File: src/dbtcs_pkg.sv
package dbtcs_pkg;

    localparam int FRAME_DIM_W = 9;
    localparam int COORD_W     = 8;
    localparam int COLOR_W     = 24;
    localparam int DEPTH_IN_W  = 16;
    // x + y * width stays below 2^17 for 8-bit coordinates and a 9-bit width
    localparam int IDX_W       = 17;
    localparam int AREA_W      = 2 * FRAME_DIM_W;

    localparam int CFG_INDEX_W = 2;
    localparam int CFG_DATA_W  = 24;

    localparam logic [CFG_INDEX_W-1:0] CFG_FRAME_WIDTH  = 2'd0;
    localparam logic [CFG_INDEX_W-1:0] CFG_FRAME_HEIGHT = 2'd1;
    localparam logic [CFG_INDEX_W-1:0] CFG_BACKGROUND   = 2'd2;
    localparam logic [CFG_INDEX_W-1:0] CFG_FAR_DEPTH    = 2'd3;

    localparam logic [FRAME_DIM_W-1:0] FRAME_WIDTH_RST  = 9'd256;
    localparam logic [FRAME_DIM_W-1:0] FRAME_HEIGHT_RST = 9'd256;
    localparam logic [COLOR_W-1:0]     BACKGROUND_RST   = 24'd0;
    localparam logic [DEPTH_IN_W-1:0]  FAR_DEPTH_RST    = 16'hFFFF;

    typedef enum logic [1:0] {
        KIND_DEPTH = 2'd0,
        KIND_COLOR = 2'd1,
        KIND_CLEAR = 2'd2,
        KIND_READ  = 2'd3
    } t_kind;

    typedef struct packed {
        t_kind                 kind;
        logic [COORD_W-1:0]    pixel_x;
        logic [COORD_W-1:0]    pixel_y;
        logic [DEPTH_IN_W-1:0] depth_value;
        logic [COLOR_W-1:0]    color_in;
    } t_in_word;

    typedef struct packed {
        logic               in_range;
        logic               depth_pass;
        logic [COLOR_W-1:0] color_out;
        logic               pixel_drawn;
    } t_out_word;

    typedef struct packed {
        logic accept;
        logic clr_run;
        logic finish;
    } t_ctrl_cmd;

    typedef struct packed {
        logic kind_clear;
        logic clr_last;
        logic out_free;
    } t_ctrl_status;

endpackage

File: src/dbtcs_ctrl.sv
module dbtcs_ctrl (
    input  logic                    i_clk,
    input  logic                    i_rst_n,
    input  logic                    i_in_valid,
    input  dbtcs_pkg::t_ctrl_status i_status,
    output dbtcs_pkg::t_ctrl_cmd    o_cmd,
    output logic                    o_in_stall
);
    import dbtcs_pkg::*;

    typedef enum logic [3:0] {
        S_INIT  = 4'b0001,
        S_IDLE  = 4'b0010,
        S_CLEAR = 4'b0100,
        S_EXEC  = 4'b1000
    } t_state;

    t_state r_state;
    t_state n_state;

    always_ff @(posedge i_clk) begin
        if (!i_rst_n) begin
            r_state <= S_INIT;
        end else begin
            r_state <= n_state;
        end
    end

    always_comb begin
        n_state = r_state;
        o_cmd   = '0;
        unique case (r_state)
            S_INIT: begin
                o_cmd.clr_run = 1'b1;
                if (i_status.clr_last) begin
                    n_state = S_IDLE;
                end
            end
            S_IDLE: begin
                if (i_in_valid) begin
                    o_cmd.accept = 1'b1;
                    n_state      = i_status.kind_clear ? S_CLEAR : S_EXEC;
                end
            end
            S_CLEAR: begin
                o_cmd.clr_run = 1'b1;
                if (i_status.clr_last) begin
                    n_state = S_EXEC;
                end
            end
            S_EXEC: begin
                // hold until the output register can take the word
                if (i_status.out_free) begin
                    o_cmd.finish = 1'b1;
                    n_state      = S_IDLE;
                end
            end
            default: begin
                n_state = S_INIT;
            end
        endcase
    end

    assign o_in_stall = (r_state != S_IDLE);

endmodule

File: config.mk
export PLATFORM = sky130hd
export DESIGN_NAME = dbtcs_ctrl
export DESIGN_NICKNAME = d
export VERILOG_FILES = /design/src/dbtcs_pkg.sv /design/src/dbtcs_ctrl.sv
export SDC_FILE = /design/constraint.sdc
export NUM_CORES = 1
export LEC_CHECK = 0
export BUFFER_PORTS_ARGS = -buffer_cell sky130_fd_sc_hd__buf_2
export CAP_MARGIN = 40
export CORE_AREA = 2 2 39 41
export DETAILED_ROUTE_END_ITERATION = 8
export DIE_AREA = 0 0 41 43
export GPL_TIMING_DRIVEN = 0
export PLACE_DENSITY = 0.52
export SETUP_SLACK_MARGIN = 0.5
export SLEW_MARGIN = 0
export SYNTH_ARGS = -nofsm -noshare
export SYNTH_HDL_FRONTEND = slang
export SYNTH_SLANG_ARGS = --single-unit
File: constraint.sdc
create_clock -name i_clk -period 1.8 [get_ports i_clk]
set_input_delay 0.18 -clock i_clk [delete_from_list [all_inputs] [get_ports i_clk]]
set_output_delay 0.18 -clock i_clk [all_outputs]
set_load 0.05 [all_outputs]
==> run metrics <==
status complete, no violations; Final Hold Fails 0; area delta synth->final 81.78%; initial antenna violation count 0; Cell Chain, Critical Path buf_6, nor4b_4, buf_4, inv_2, buf_8; site row count 14; die area 1763 µm²; most common cell after layout, fill and taps aside buf_4; Clock Path Buffers 2; CTS tree done; FILL cells 146; dpl cell area between 400 and 500 µm²; Max Cap Violations 0; Final min period between 1 and 1.5 ns; Starting Density around a quarter; Mapped Avg Cell Area 8.277 µm²; synthesized flop and latch total 4; maximum level of the CTS H-tree 1; gr usage total between 10% and 20%; clk sinks 4; peak supply drop 256.6 µV; nets 68; worst rel slew slack 80.74%; Port Buffers 9; RSZ-0062 raised after global routing yes; # setup viols final 0; Gate Count Post-Synth 39; post-DR vias/cell 4.737; Regs by FF count r_state x4; Setup Total Neg Slack 0 ns; Synth area leaders dfxtp_1 25%, mux2i_1 9.3%, o31ai_4 6.6%, xor2_1 5.4%, nand3_1 4.7%; peak per-stage delay on the critical path 0.32 ns; Cell Count, Final, Fillers Out 76; vias 360; worst slew pin tran 0.2889 ns; Inserted Clock Buffers 3; Hold Buf Count CTS 0; Worst Path Max Fanout 2; share of layout cells above drive strength 1 between 50% and 60%; Power Total 512.6 µW; crit path max-delay cell type dfxtp_2; CTS root buf clkbuf_4; die height 43 µm; cell area after synthesis ~320 µm²; Mapped Nets 45; sequential share of the synthesized area 24.81%; hold crit path type primary input to register; Tcrit/Tclk final 82.70%; DP Cell Count 64; Setup Crit Path Kind register to output pin; post-route cell area 586.8 µm²; Reg clk slew, reported paths 0.04 ns; TritonRoute pass-1 iters 4; CP Capture Type output pin; critical path launch point type register; leading area contributor after synthesis dfxtp_1; Data arrival, critical path 1.31 ns; WL final 877 µm; Slew Limit Fails 0; clock skew 0.005300 ns; number of top-level pins 10; post-route DRC violation count 0; Antenna Nets Post-Route 0; die extent in x 41 µm; ANT cells 0; post-synth top area share 24.81%; worst setup margin about 0.31 ns; Pleak 0.2585 nW; placer congestion estimate 0.6519; highest clock rate roughly 670 MHz; Largest register FFs 4; vias in the first global route between 300 and 400; total grt overflow 0; Clock Latency Late Sink 0.24 ns; First DRT Iteration DRCs 6; pre-CTS WS just under 0.3 ns; most frequent cells in the layout 9 x buf_4, 5 x buf_6, 5 x buf_2; unique cell type count in the Yosys netlist 23; global-route wire length before repair ~1.4 mm; WL/cell 11.54 µm; CP required 1.62 ns; Top reg by flops r_state; dpl hpwl 477.9 µm; pwr dens 873.5 nW/µm²; Placeable Area between 1000 and 1500 µm²; YS warnings 0; largest net degree at the start of global routing 11
[power by group]
| part | switching [mW] | leakage, nW | total [mW] | internal, mW |
|---|---|---|---|---|
| Clock | 0.0376 | 0.0138 | 0.112 | 0.0746 |
| Combinational | 0.149 | 0.211 | 0.295 | 0.146 |
| Sequential | 0.00465 | 0.0333 | 0.106 | 0.101 |
| Total | 0.191 | 0.259 | 0.513 | 0.321 |
[cells in the mapped netlist, drive strengths merged]
| master | instances |
|---|---|
| dfxtp | 4 |
| nand2 | 4 |
| nor2 | 4 |
| buf | 3 |
| mux2i | 3 |
| nand3 | 3 |
| o21ai | 3 |
| xor2 | 2 |
| a21oi | 1 |
| and2 | 1 |
| and4b | 1 |
| clkbuf | 1 |
| inv | 1 |
| mux2 | 1 |
| nand4b | 1 |
| nor3 | 1 |
| nor3b | 1 |
| nor4b | 1 |
| o31ai | 1 |
| or4 | 1 |
| xnor2 | 1 |
[routing by layer]
layer / global-route usage, % / up-vias / share of wire, %
li1: - / 178 / -
met4: 6.000 / 0 / 2.2
met1: 14.42 / 168 / 45
met3: 1.571 / 2 / 4.6
met5: 0 / - / 0
met2: 17.81 / 12 / 48
[area by class of cell]
class / instances / area [µm²] / area share (%)
Multi-Input combinational cell: 30 / 266.5 / 45.42
Timing Repair Buffer: 18 / 145.1 / 24.73
Sequential cell: 4 / 81.33 / 13.86
Buffer: 4 / 47.55 / 8.102
Clock buffer: 3 / 22.52 / 3.838
Tap cell: 16 / 20.02 / 3.412
Inverter: 1 / 3.754 / 0.6397
[critical path: cells and delay by family (launching register included)]
kind / cells / cell delay [ns]
buf+inv: 4 / 0.45
flops: 1 / 0.32
simple gates: 1 / 0.29
[per-stage QoR]
| stage | hold WS, ns | util (%) |
|---|---|---|
| after floorplan | 0.2419 | - |
| after global placement | 0.4141 | 30.11 |
| after detailed placement | 0.4157 | 30.11 |
| after CTS | 0.1687 | 41.68 |
| after global routing | 0.1759 | 42.41 |
| final | 0.1738 | 42.41 |
[timing repair]
item,CTS,global route
gates resized for setup,17,2
buffers inserted,9,0
pin swaps,3,1
endpoints found under the hold margin,0,0
endpoints found under the setup margin,7,7
[kinds of logic after synthesis]
logic type      share of synthesized area [%]
compound gates                          12.79
xor+xnor                                8.141
buf+inv                                 9.687
flops                                   24.81
mux                                     12.79
simple gates                            31.78
[path summary, 6_finish.rpt]
kind                           start                 endpoint  slack [ns]  cells after the start
max          r_state[3]$_SDFFE_PN0P_               o_in_stall        0.31                      5
min                          i_rst_n  r_state[0]$_SDFFE_PN1P_        0.17                      2
max reg2reg  r_state[0]$_SDFFE_PN1P_  r_state[2]$_SDFFE_PN0P_        0.39                      5
min reg2reg  r_state[1]$_SDFFE_PN0P_  r_state[1]$_SDFFE_PN0P_        0.63                      3
No activity file was read; power rests on OpenSTA's default activity.
